**src/rtl/smss_pkg.sv**
```systemverilog
`timescale 1ns / 1ps

package smss_pkg;

    localparam int unsigned TimeWidth  = 32;
    localparam int unsigned CountWidth = 32;
    localparam int unsigned CoilWidth  = 4;
    localparam int unsigned PhaseWidth = 3;
    localparam int unsigned FullWidth  = 16;
    localparam int unsigned HalfWidth  = 32;

    localparam int unsigned ApbAddrWidth = 4;
    localparam int unsigned ApbDataWidth = 32;

    // Byte offsets of the configuration registers.
    localparam logic [ApbAddrWidth-1:0] ADDR_STEP_MODE  = 4'h0;
    localparam logic [ApbAddrWidth-1:0] ADDR_FULL_PATTS = 4'h4;
    localparam logic [ApbAddrWidth-1:0] ADDR_HALF_PATTS = 4'h8;

    localparam logic [FullWidth-1:0] FULL_PATTS_RESET = 16'd40035;
    localparam logic [HalfWidth-1:0] HALF_PATTS_RESET = 32'd2563007025;

    typedef enum logic [1:0] {
        OP_TICK  = 2'd0,
        OP_FWD   = 2'd1,
        OP_BACK  = 2'd2,
        OP_STOP  = 2'd3
    } op_t;

    typedef enum logic [1:0] {
        DIR_IDLE = 2'd0,
        DIR_FWD  = 2'd1,
        DIR_BACK = 2'd2
    } dir_t;

    typedef struct packed {
        logic [1:0]            opcode;
        logic [TimeWidth-1:0]  now_us;
        logic [CountWidth-1:0] step_count;
        logic [TimeWidth-1:0]  step_period;
    } item_t;

    typedef struct packed {
        logic [CoilWidth-1:0]  coil_drive;
        logic [CountWidth-1:0] steps_done;
        logic                  finished;
        logic                  ready_res;
    } result_t;

    typedef struct packed {
        logic                 step_mode;
        logic [FullWidth-1:0] full_step_patterns;
        logic [HalfWidth-1:0] half_step_patterns;
    } cfg_t;

endpackage

```
**src/rtl/smss_cfg.sv**
```systemverilog
`timescale 1ns / 1ps

module smss_cfg (
    input  logic                                aclk,
    input  logic                                aresetn,
    input  logic                                psel,
    input  logic                                penable,
    input  logic                                pwrite,
    input  logic [smss_pkg::ApbAddrWidth-1:0]   paddr,
    input  logic [smss_pkg::ApbDataWidth-1:0]   pwdata,
    output logic [smss_pkg::ApbDataWidth-1:0]   prdata,
    output logic                                pready,
    output smss_pkg::cfg_t                      cfg
);
    import smss_pkg::*;

    logic                 step_mode_reg;
    logic [FullWidth-1:0] full_patts_reg;
    logic [HalfWidth-1:0] half_patts_reg;
    logic                 wr_en;

    assign pready = 1'b1;
    assign wr_en  = psel && penable && pwrite && pready;

    always_ff @(posedge aclk) begin
        if (!aresetn) begin
            step_mode_reg  <= 1'b0;
            full_patts_reg <= FULL_PATTS_RESET;
            half_patts_reg <= HALF_PATTS_RESET;
        end else if (wr_en) begin
            case ({paddr[ApbAddrWidth-1:2], 2'b00})
                ADDR_STEP_MODE:  step_mode_reg  <= pwdata[0];
                ADDR_FULL_PATTS: full_patts_reg <= pwdata[FullWidth-1:0];
                ADDR_HALF_PATTS: half_patts_reg <= pwdata[HalfWidth-1:0];
                default: ;
            endcase
        end
    end

    always_comb begin
        case ({paddr[ApbAddrWidth-1:2], 2'b00})
            ADDR_STEP_MODE:  prdata = {{(ApbDataWidth-1){1'b0}}, step_mode_reg};
            ADDR_FULL_PATTS: prdata = {{(ApbDataWidth-FullWidth){1'b0}}, full_patts_reg};
            ADDR_HALF_PATTS: prdata = half_patts_reg;
            default:         prdata = '0;
        endcase
    end

    assign cfg.step_mode          = step_mode_reg;
    assign cfg.full_step_patterns = full_patts_reg;
    assign cfg.half_step_patterns = half_patts_reg;

endmodule

```
**src/rtl/smss_core.sv**
```systemverilog
`timescale 1ns / 1ps

module smss_core (
    input  logic              aclk,
    input  logic              aresetn,
    input  smss_pkg::cfg_t    cfg,
    input  logic              advance,
    input  smss_pkg::item_t   item,
    output smss_pkg::result_t result
);
    import smss_pkg::*;

    logic [PhaseWidth-1:0] phase_reg,  phase_next;
    dir_t                  dir_reg,    dir_next;
    logic [CountWidth-1:0] left_reg,   left_next;
    logic [CountWidth-1:0] total_reg,  total_next;
    logic [TimeWidth-1:0]  period_reg, period_next;
    logic [TimeWidth-1:0]  last_reg,   last_next;
    logic [CoilWidth-1:0]  coil_reg,   coil_next;
    logic                  idle_reg,   idle_next;
    logic                  fin;
    logic [TimeWidth-1:0]  elapsed;
    logic [PhaseWidth-1:0] phase_step;
    logic                  due;

    assign elapsed = item.now_us - last_reg;
    assign due     = (dir_reg != DIR_IDLE) && (elapsed > period_reg);

    // Step the phase and wrap it to the current sequence length.
    always_comb begin
        if (dir_reg == DIR_FWD) begin
            phase_step = phase_reg + 1'b1;
        end else begin
            phase_step = phase_reg - 1'b1;
        end
        if (!cfg.step_mode) begin
            phase_step[PhaseWidth-1] = 1'b0;
        end
    end

    always_comb begin
        phase_next  = phase_reg;
        dir_next    = dir_reg;
        left_next   = left_reg;
        total_next  = total_reg;
        period_next = period_reg;
        last_next   = last_reg;
        coil_next   = coil_reg;
        idle_next   = idle_reg;
        fin         = 1'b0;
        case (op_t'(item.opcode))
            OP_FWD, OP_BACK: begin
                left_next   = item.step_count;
                total_next  = item.step_count;
                period_next = item.step_period;
                dir_next    = (op_t'(item.opcode) == OP_FWD) ? DIR_FWD : DIR_BACK;
                last_next   = item.now_us;
                idle_next   = 1'b0;
            end
            OP_STOP: begin
                coil_next = '0;
                dir_next  = DIR_IDLE;
                idle_next = 1'b1;
                left_next = '0;
            end
            default: begin
                if (due) begin
                    if (left_reg == '0) begin
                        coil_next = '0;
                        dir_next  = DIR_IDLE;
                        idle_next = 1'b1;
                        fin       = 1'b1;
                    end else begin
                        left_next  = left_reg - 1'b1;
                        last_next  = item.now_us;
                        phase_next = phase_step;
                        if (cfg.step_mode) begin
                            coil_next = cfg.half_step_patterns[{phase_step, 2'b00} +: CoilWidth];
                        end else begin
                            coil_next =
                                cfg.full_step_patterns[{phase_step[1:0], 2'b00} +: CoilWidth];
                        end
                    end
                end
            end
        endcase
    end

    always_ff @(posedge aclk) begin
        if (!aresetn) begin
            phase_reg  <= '0;
            dir_reg    <= DIR_IDLE;
            left_reg   <= '0;
            total_reg  <= '0;
            period_reg <= '0;
            last_reg   <= '0;
            coil_reg   <= '0;
            idle_reg   <= 1'b1;
        end else if (advance) begin
            phase_reg  <= phase_next;
            dir_reg    <= dir_next;
            left_reg   <= left_next;
            total_reg  <= total_next;
            period_reg <= period_next;
            last_reg   <= last_next;
            coil_reg   <= coil_next;
            idle_reg   <= idle_next;
        end
    end

    assign result.coil_drive = coil_next;
    assign result.steps_done = total_next - left_next;
    assign result.finished   = fin;
    assign result.ready_res  = idle_next;

    // Idle flag and direction must agree.
    a_idle_dir: assert property (@(posedge aclk) disable iff (!aresetn)
        idle_reg == (dir_reg == DIR_IDLE))
        else $error("idle flag and direction disagree");

    // Coils stay off whenever no move is active.
    a_idle_coils_off: assert property (@(posedge aclk) disable iff (!aresetn)
        idle_reg |-> (coil_reg == '0))
        else $error("coils driven while idle");

    // Remaining steps never exceed the loaded count.
    a_left_le_total: assert property (@(posedge aclk) disable iff (!aresetn)
        left_reg <= total_reg)
        else $error("steps left above total");

    // A finishing tick leaves the block idle with coils off.
    a_fin_idle: assert property (@(posedge aclk) disable iff (!aresetn)
        (advance && fin) |=> (idle_reg && (coil_reg == '0)))
        else $error("finish did not go idle");

endmodule

```
**src/rtl/stepper_motor_step_sequencer.sv**
```systemverilog
`timescale 1ns / 1ps
// Channel  | Direction | Handshake             | Payload
// s_       | in        | s_tvalid / s_tready   | tuser: opcode; tdata: now, count, period
// m_       | out       | m_tvalid / m_tready   | tlast: finished; tdata: coils, done, ready
// apb      | in        | psel/penable/pready   | step_mode, full and half patterns
//
// Takes one word per cycle while the m_ channel is not stalled; each result
// passes through the input register, then the result register, before it is
// presented.
// The whole move update is one pass of 32-bit subtract, compare and decrement.
// Reset: idle, coils off, pattern registers at their default sequences.
// A stalled m_ channel holds its result; one more word waits in the input
// register, after which s_tready drops until the result is taken.

module stepper_motor_step_sequencer (
    input  logic                               aclk,
    input  logic                               aresetn,
    // input words
    input  logic                               s_tvalid,
    output logic                               s_tready,
    input  logic [95:0]                        s_tdata,  // now_us[31:0], step_count[63:32],
                                                         // step_period[95:64]
    input  logic [1:0]                         s_tuser,  // opcode[1:0]
    // result words
    output logic                               m_tvalid,
    input  logic                               m_tready,
    output logic [39:0]                        m_tdata,  // coil_drive[3:0], steps_done[35:4],
                                                         // ready_res[36], zero[39:37]
    output logic                               m_tlast,  // finished
    // configuration
    input  logic                               psel,
    input  logic                               penable,
    input  logic                               pwrite,
    input  logic [smss_pkg::ApbAddrWidth-1:0]  paddr,
    input  logic [smss_pkg::ApbDataWidth-1:0]  pwdata,
    output logic [smss_pkg::ApbDataWidth-1:0]  prdata,
    output logic                               pready
);
    import smss_pkg::*;

    cfg_t    cfg;
    item_t   in_item_reg;
    logic    in_valid_reg;
    result_t core_res;
    result_t out_res_reg;
    logic    out_valid_reg;
    logic    advance;

    smss_cfg u_cfg (
        .aclk    (aclk),
        .aresetn (aresetn),
        .psel    (psel),
        .penable (penable),
        .pwrite  (pwrite),
        .paddr   (paddr),
        .pwdata  (pwdata),
        .prdata  (prdata),
        .pready  (pready),
        .cfg     (cfg)
    );

    // Process the held word when the result register is free or draining.
    assign advance  = in_valid_reg && (!out_valid_reg || m_tready);
    assign s_tready = !in_valid_reg || advance;

    always_ff @(posedge aclk) begin
        if (!aresetn) begin
            in_valid_reg <= 1'b0;
        end else if (s_tready) begin
            in_valid_reg <= s_tvalid;
        end
    end

    always_ff @(posedge aclk) begin
        if (s_tvalid && s_tready) begin
            in_item_reg.opcode      <= s_tuser;
            in_item_reg.now_us      <= s_tdata[31:0];
            in_item_reg.step_count  <= s_tdata[63:32];
            in_item_reg.step_period <= s_tdata[95:64];
        end
    end

    smss_core u_core (
        .aclk    (aclk),
        .aresetn (aresetn),
        .cfg     (cfg),
        .advance (advance),
        .item    (in_item_reg),
        .result  (core_res)
    );

    // Load a new result, or drop the old one once taken.
    always_ff @(posedge aclk) begin
        if (!aresetn) begin
            out_valid_reg <= 1'b0;
        end else if (advance) begin
            out_valid_reg <= 1'b1;
        end else if (m_tready) begin
            out_valid_reg <= 1'b0;
        end
    end

    always_ff @(posedge aclk) begin
        if (advance) begin
            out_res_reg <= core_res;
        end
    end

    assign m_tvalid = out_valid_reg;
    assign m_tdata  = {3'b000, out_res_reg.ready_res, out_res_reg.steps_done,
                       out_res_reg.coil_drive};
    assign m_tlast  = out_res_reg.finished;

endmodule
```
**config.mk**
```make
export PLATFORM = sky130hd
export DESIGN_NAME = stepper_motor_step_sequencer
export DESIGN_NICKNAME = d
export VERILOG_FILES = /design/src/rtl/smss_pkg.sv /design/src/rtl/smss_cfg.sv /design/src/rtl/smss_core.sv /design/src/rtl/stepper_motor_step_sequencer.sv
export SDC_FILE = /design/constraint.sdc
export NUM_CORES = 1
export LEC_CHECK = 0
export BUFFER_PORTS_ARGS = -buffer_cell sky130_fd_sc_hd__buf_2
export CAP_MARGIN = 5
export CORE_ASPECT_RATIO = 0.5
export CORE_MARGIN = 2
export CORE_UTILIZATION = 53
export CTS_CLUSTER_SIZE = 28
export DETAILED_ROUTE_END_ITERATION = 8
export GPL_ROUTABILITY_DRIVEN = 0
export PLACE_DENSITY = 0.74
export SETUP_SLACK_MARGIN = 0.3
export SKIP_LAST_GASP = 1
export SLEW_MARGIN = 5
export SYNTH_ARGS = -nofsm -noshare
export SYNTH_HDL_FRONTEND = slang
export SYNTH_SLANG_ARGS = --single-unit
```
**constraint.sdc**
```tcl
create_clock -name aclk -period 8.4 [get_ports aclk]
set_input_delay 2.1 -clock aclk [delete_from_list [all_inputs] [get_ports aclk]]
set_output_delay 2.1 -clock aclk [all_outputs]
set_load 0.01 [all_outputs]
```
Word level (Yosys, flattened, before mapping). Index checks and enable logic that the tools add are counted.

Register bits: 325. Bits in latches: 0. Memory bits (writable): 0. ROM bits: 0. Input bits: 141. Output and inout port bits: 76. Logic and storage cells: 90. Memories kept: 0.

Add/subtract/negate cells: 5. $mul: 0. Div/mod/pow operators: 0. Magnitude comparators: 1. Equal/unequal tests: 7. Shifts and indexed selects: 2. Muxes and demuxes: 24. Bitwise logic cells: 4. Reductions and logical operators: 26.

Operators by type and width (count): $mux W32 (5); $pmux W32 S2 (2); $pmux W32 S3 (1); $sub A32 B32 Y32 (2); $gt A32 B32 Y1 (1); $logic_not A32 Y1 (1); $shiftx A32 B6 Y4 (1); $sub A32 B1 Y32 const B (1); $shiftx A16 B5 Y4 (1); $mux W4 (3); $pmux W4 S2 (1); $reduce_and A2 Y1 (4); $reduce_and A4 Y1 (2); $eq A2 B1 Y1 const B (3); $eq A2 B2 Y1 const B (3); $mux W1 (6); $mux W2 (3); $reduce_bool A2 Y1 (3); $reduce_bool A3 Y1 (2); $logic_and A1 B1 Y1 (5); $not A1 Y1 (4); $pmux W2 S2 (1); $reduce_or A4 Y1 (1); $add A3 B1 Y3 const B (1); other kinds (10) (12).

Logic depth before layout (Yosys ltp).
Depth in word-level cells: 8. Gate-level depth with buffers: 40. Mapped depth without buffers: 40.

Cells and area by module. From an unflattened synthesis, not the netlist that was laid out.

Cell total of the unflattened synthesis: 1861. Area, all modules: 17754.5 um^2.

Modules (own cells, without submodules): smss_core (instances 1, cells each 1450, area each 11245.8 um^2); stepper_motor_step_sequencer (instances 1, cells each 149, area each 4214.0 um^2); smss_cfg (instances 1, cells each 262, area each 2294.7 um^2).

Worst setup path before layout. Ideal clock, no wire load.

Path type: reg-to-reg. From: register in_item_reg[64] (netlist bit). To: register out_res_reg, in the netlist m_tdata[35] (data pin). Data arrival time: 8540 ps. Data required time: 8140 ps. Slack: -400 ps. Cell stages (with the launch flop): 40. Cells stage by stage: edfxtp_1 inv_1 ha_1 inv_1 fa_1 a21o_1 a21oi_1 o21ai_0 a21oi_1 o21ai_0 o21a_1 o41a_1 a41oi_1 a211o_1 o21ai_0 a21oi_1 xnor2_1 ha_1 (+4 left out) o21ai_1 or4_1 clkbuf_1 or3_1 a31o_2 ha_1 o21a_1 o21ai_0 nor2_1 a21oi_1 a211oi_1 o21a_1 a311o_1 o31ai_1 o32ai_4 a2111oi_2 o31ai_2 xnor2_1.

RTL lines: start: declaration (line stepper_motor_step_sequencer.sv:42) `item_t in_item_reg;`; end signal: assignment (line stepper_motor_step_sequencer.sv:105) `out_res_reg <= core_res;`; end: declaration (line stepper_motor_step_sequencer.sv:45) `result_t out_res_reg;`.

==> impl_summary.log <==
[metrics] crit end category: register
[metrics] clock insertion delay at the later pin of the skew report: 0.58 ns
[metrics] Critical Path Source: in_item_reg[65]
[metrics] length in cells of the worst reg-to-reg path: 39
[metrics] H-tree depth: 1
[metrics] CTS tree: built
[metrics] run status: finished clean
[metrics] Post-Place Cells: 2583
[metrics] Startpoint Class: register
[metrics] setup slack on the worst flop-to-flop path: 0.03 ns
[metrics] area of the mapped netlist: 0.0177 mm2
[metrics] Cell Count, Final, Fillers Out: 2666
[metrics] cell types with the largest area share after synthesis: sky130_fd_sc_hd__edfxtp_1 23%, sky130_fd_sc_hd__dfxtp_1 21%, sky130_fd_sc_hd__nand2_1 7.6%
[metrics] remaining routing DRC violations: 0
[metrics] GR Util All Layers: 0.241
[metrics] CTS clock-pin slew for the worst setup and hold paths: 0.07 ns
[metrics] fraction of post-synthesis cell area in the top cell type by area: 0.230
[metrics] proportion of layout cells with a drive suffix above 1: 0.234
[metrics] total clock buffers created by CTS: 30
[metrics] worst r2r dst: m_tdata[35]
[metrics] cell type with the largest total area after synthesis: sky130_fd_sc_hd__edfxtp_1
[metrics] yosys synthesis warning count: 0
[metrics] number of buffers inserted by port buffering: 210
[metrics] synthesis-stage register bit count: 325
[metrics] number of synthesized flops with an enable pin: 136
[metrics] synth unique cells: 90
[metrics] most used flip-flop cell after synthesis: sky130_fd_sc_hd__dfxtp_1
[metrics] hold violation count in the final report: 0
[metrics] FP Rows: 47
[metrics] number of maximum-capacitance violations: 0
[metrics] WS Path Type: register to register
[metrics] placeable core area: 0.0330 mm2
[metrics] Detail Placement HPWL: 29400 um
[metrics] synthesized instance count: 1904
[metrics] Fill cells: 2785
[metrics] top-count cell post-synth: sky130_fd_sc_hd__nand2_1
[metrics] cell family with most CP delay: compound AO/OA/AOI/OAI gates
[metrics] DIE AREA: 0.0350 mm2
[metrics] synthesis-to-finish area growth: 20.6%
[metrics] effective utilization at floorplan: 0.537
[metrics] area of the multi-input gates: 0.00950 mm2
[metrics] minimum clock period after layout: 8.37 ns
[metrics] max-slew violation count: 0
[metrics] worst setup path endpoint: m_tdata[35]
[metrics] Vias/cell: 5.44
[metrics] Crit-path slowest cell: sky130_fd_sc_hd__or4_4
[metrics] remaining number of nets flagged by the antenna check after routing: 0
[metrics] Largest register FFs: 98
[metrics] power per unit of standard cell area: 196 mW/mm2
[metrics] via count of the first global-routing pass: 13800
[metrics] crit path DAT: 8.70 ns
[metrics] Syn Area/Cell: 9.31 um2
[metrics] Critical Path Most Common Cell: sky130_fd_sc_hd__buf_4
[metrics] setup repair after global routing missed its margin: true
[metrics] number of buffers on the longest clock path: 3
[metrics] Static Leakage: 0.00850 uW
[metrics] sum of negative setup slack: 0 ns
[metrics] setup skew after layout: 0.0189 ns
[metrics] total global routing overflow: 0
[metrics] number of primary I/O pins: 217
[metrics] worst path required time: 8.72 ns
[metrics] CTS Sinks: 325
[metrics] final setup violating endpoints: 0
[metrics] slew at the pin with the worst max-slew slack: 1.20 ns
[metrics] portion of the post-synthesis area used by sequential elements: 0.444
[metrics] commonest cells in the netlist: 359 x sky130_fd_sc_hd__nand2_1, 189 x sky130_fd_sc_hd__dfxtp_1, 136 x sky130_fd_sc_hd__edfxtp_1
[metrics] sum of buffers and inverters on the critical path: 5
[metrics] Worst Hold Class: register to register
[metrics] maximum number of pins on one net before global-route repair: 131
[metrics] final-stage net count: 2437
[metrics] cell at the root of the clock tree: sky130_fd_sc_hd__clkbuf_16
[metrics] Register Area: 0.00787 mm2
[metrics] 1st-pass router iterations: 5
[metrics] overall routed net length: 43400 um
[metrics] total via count after detailed routing: 14499
[metrics] die extent in y: 133 um
[metrics] beginning of the worst register-to-register path: in_item_reg[65]
[metrics] tightest slew margin relative to the limit: 0.198
[metrics] die width: 263 um
[metrics] number of stages on the worst setup path: 39
[metrics] VDD IR-drop max: 0.000152 V
[metrics] fmax: 0.119 GHz
[metrics] wire length of the first global-routing pass: 69200 um
[metrics] fin crit share: 0.997
[metrics] Avg WL per Cell: 16.3 um
[metrics] share of async-settable or async-resettable flops after synthesis: 0
[metrics] largest stage delay on the critical path: 0.46 ns
[metrics] number of antenna violations at the first check in global routing: 3
[metrics] largest fanout on the critical path: 4
[metrics] DRC violation total after the first TritonRoute iteration: 967
-- layout by cell type, fill, tap and decap left out, types with 6 or more instances in the layout --
cell / synthesis / layout
sky130_fd_sc_hd__nand3_1: 44 / 43
sky130_fd_sc_hd__a21boi_0: 130 / 129
sky130_fd_sc_hd__xor2_1: 33 / 33
sky130_fd_sc_hd__nor2_1: 108 / 105
sky130_fd_sc_hd__and2_1: 25 / 24
sky130_fd_sc_hd__a21oi_1: 103 / 98
sky130_fd_sc_hd__mux2_2: 23 / 23
sky130_fd_sc_hd__a21o_1: 31 / 31
sky130_fd_sc_hd__mux4_2: 12 / 12
sky130_fd_sc_hd__xnor2_1: 52 / 51
sky130_fd_sc_hd__buf_6: 0 / 6
sky130_fd_sc_hd__edfxtp_1: 136 / 136
sky130_fd_sc_hd__nor4_1: 9 / 8
sky130_fd_sc_hd__nor3_1: 29 / 26
sky130_fd_sc_hd__o21a_1: 20 / 20
sky130_fd_sc_hd__inv_1: 95 / 93
sky130_fd_sc_hd__o21bai_1: 7 / 7
sky130_fd_sc_hd__ha_1: 95 / 92
sky130_fd_sc_hd__clkinv_2: 0 / 7
sky130_fd_sc_hd__clkbuf_16: 0 / 32
sky130_fd_sc_hd__a31o_2: 7 / 7
sky130_fd_sc_hd__o211ai_1: 9 / 9
sky130_fd_sc_hd__nand2_1: 359 / 355
sky130_fd_sc_hd__nand2b_1: 14 / 13
sky130_fd_sc_hd__and3_1: 9 / 9
sky130_fd_sc_hd__o21ai_0: 55 / 48
sky130_fd_sc_hd__buf_4: 4 / 133
sky130_fd_sc_hd__mux2i_1: 13 / 13
sky130_fd_sc_hd__or3_1: 12 / 12
sky130_fd_sc_hd__clkbuf_1: 77 / 8
sky130_fd_sc_hd__nor2b_1: 46 / 45
sky130_fd_sc_hd__a31oi_1: 10 / 8
sky130_fd_sc_hd__nor3_2: 3 / 6
sky130_fd_sc_hd__buf_2: 2 / 209
sky130_fd_sc_hd__nand4_1: 12 / 12
sky130_fd_sc_hd__dfxtp_1: 189 / 189
sky130_fd_sc_hd__nor3b_1: 9 / 7
sky130_fd_sc_hd__a22o_1: 16 / 16
-- power breakdown --
part | switching (uW) | total, uW | leakage (uW) | internal, uW
sequential | 44.2 | 1800 | 0.00285 | 1750
clock | 619 | 1370 | 0.000477 | 754
combinational | 541 | 1020 | 0.00517 | 477
total | 1200 | 4190 | 0.00850 | 2980
-- logic make-up after synthesis --
group | count (synthesis) | share of synthesized area
AOI/OAI and AO/OA | 453 | 0.179
xor gates and xnor gates | 86 | 0.0433
adders and majority gates | 98 | 0.0704
buffers and inverters | 186 | 0.0404
DFF | 325 | 0.444
muxes | 50 | 0.0388
other | 2 | 0.000424
and+or+nand+nor | 704 | 0.183
-- per-layer routing --
metal  wire [um]  track usage  vias to the layer above
met5           0            0                        -
met2       20900        0.417                      317
met4        1080       0.0629                        0
met1       19600        0.321                     6859
li1            -            -                     7258
met3        1820       0.0336                       65
-- through the flow --
step | total power (uW) | utilization | area, um2 | setup slack, ns | hold WS (ns)
after floorplan | 2440 | - | 17800 | 0.309 | 0.441
after global placement | 2740 | 0.605 | 20000 | -0.462 | 0.448
after detailed placement | 2760 | 0.605 | 20000 | -0.550 | 0.455
after CTS | 4200 | 0.645 | 21300 | 0.133 | 0.465
after global routing | 4390 | 0.648 | 21400 | -0.292 | 0.488
final | 4190 | 0.648 | 21400 | 0.0272 | 0.462
-- worst min-delay path by stage --
| stage | startpoint | end | depth (start not counted) |
|---|---|---|---|
| 2_1_floorplan | u_core.total_reg[10] | u_core.total_reg[10] | 2 |
| 3_3_place_gp | u_core.total_reg[11] | u_core.total_reg[11] | 2 |
| 3_5_place_dp | u_core.total_reg[29] | u_core.total_reg[29] | 2 |
| 4_1_cts | u_core.total_reg[29] | u_core.total_reg[29] | 2 |
| 5_1_grt | u_core.last_reg[16] | u_core.last_reg[16] | 2 |
| 6_report | u_core.total_reg[4] | u_core.total_reg[4] | 2 |
-- worst reg2reg max path: cells and delay by family (launching register included) --
kind	cells	cell delay, ns
compound gates	24	4.95
xor+xnor	2	0.28
fa+ha+maj	3	0.80
buf+inv	5	0.66
flops	1	0.40
simple gates	5	1.06
-- repair_timing --
item,in CTS,in global routing
hold buffers,0,0
pin swaps,54,15
setup endpoints to repair,13,13
resized for setup,50,10
setup buffers,20,4
-- area by class of cell --
cell class                 count  share of cell area
clock buffer                  43              0.0408
sequential                   325               0.368
antenna                        3            0.000351
clock inverter                13             0.00474
timing repair buffer         348              0.0988
tap                          441              0.0258
inverter                      98              0.0172
multi-input combinational   1395               0.444
No activity file was read; power rests on OpenSTA's default activity.
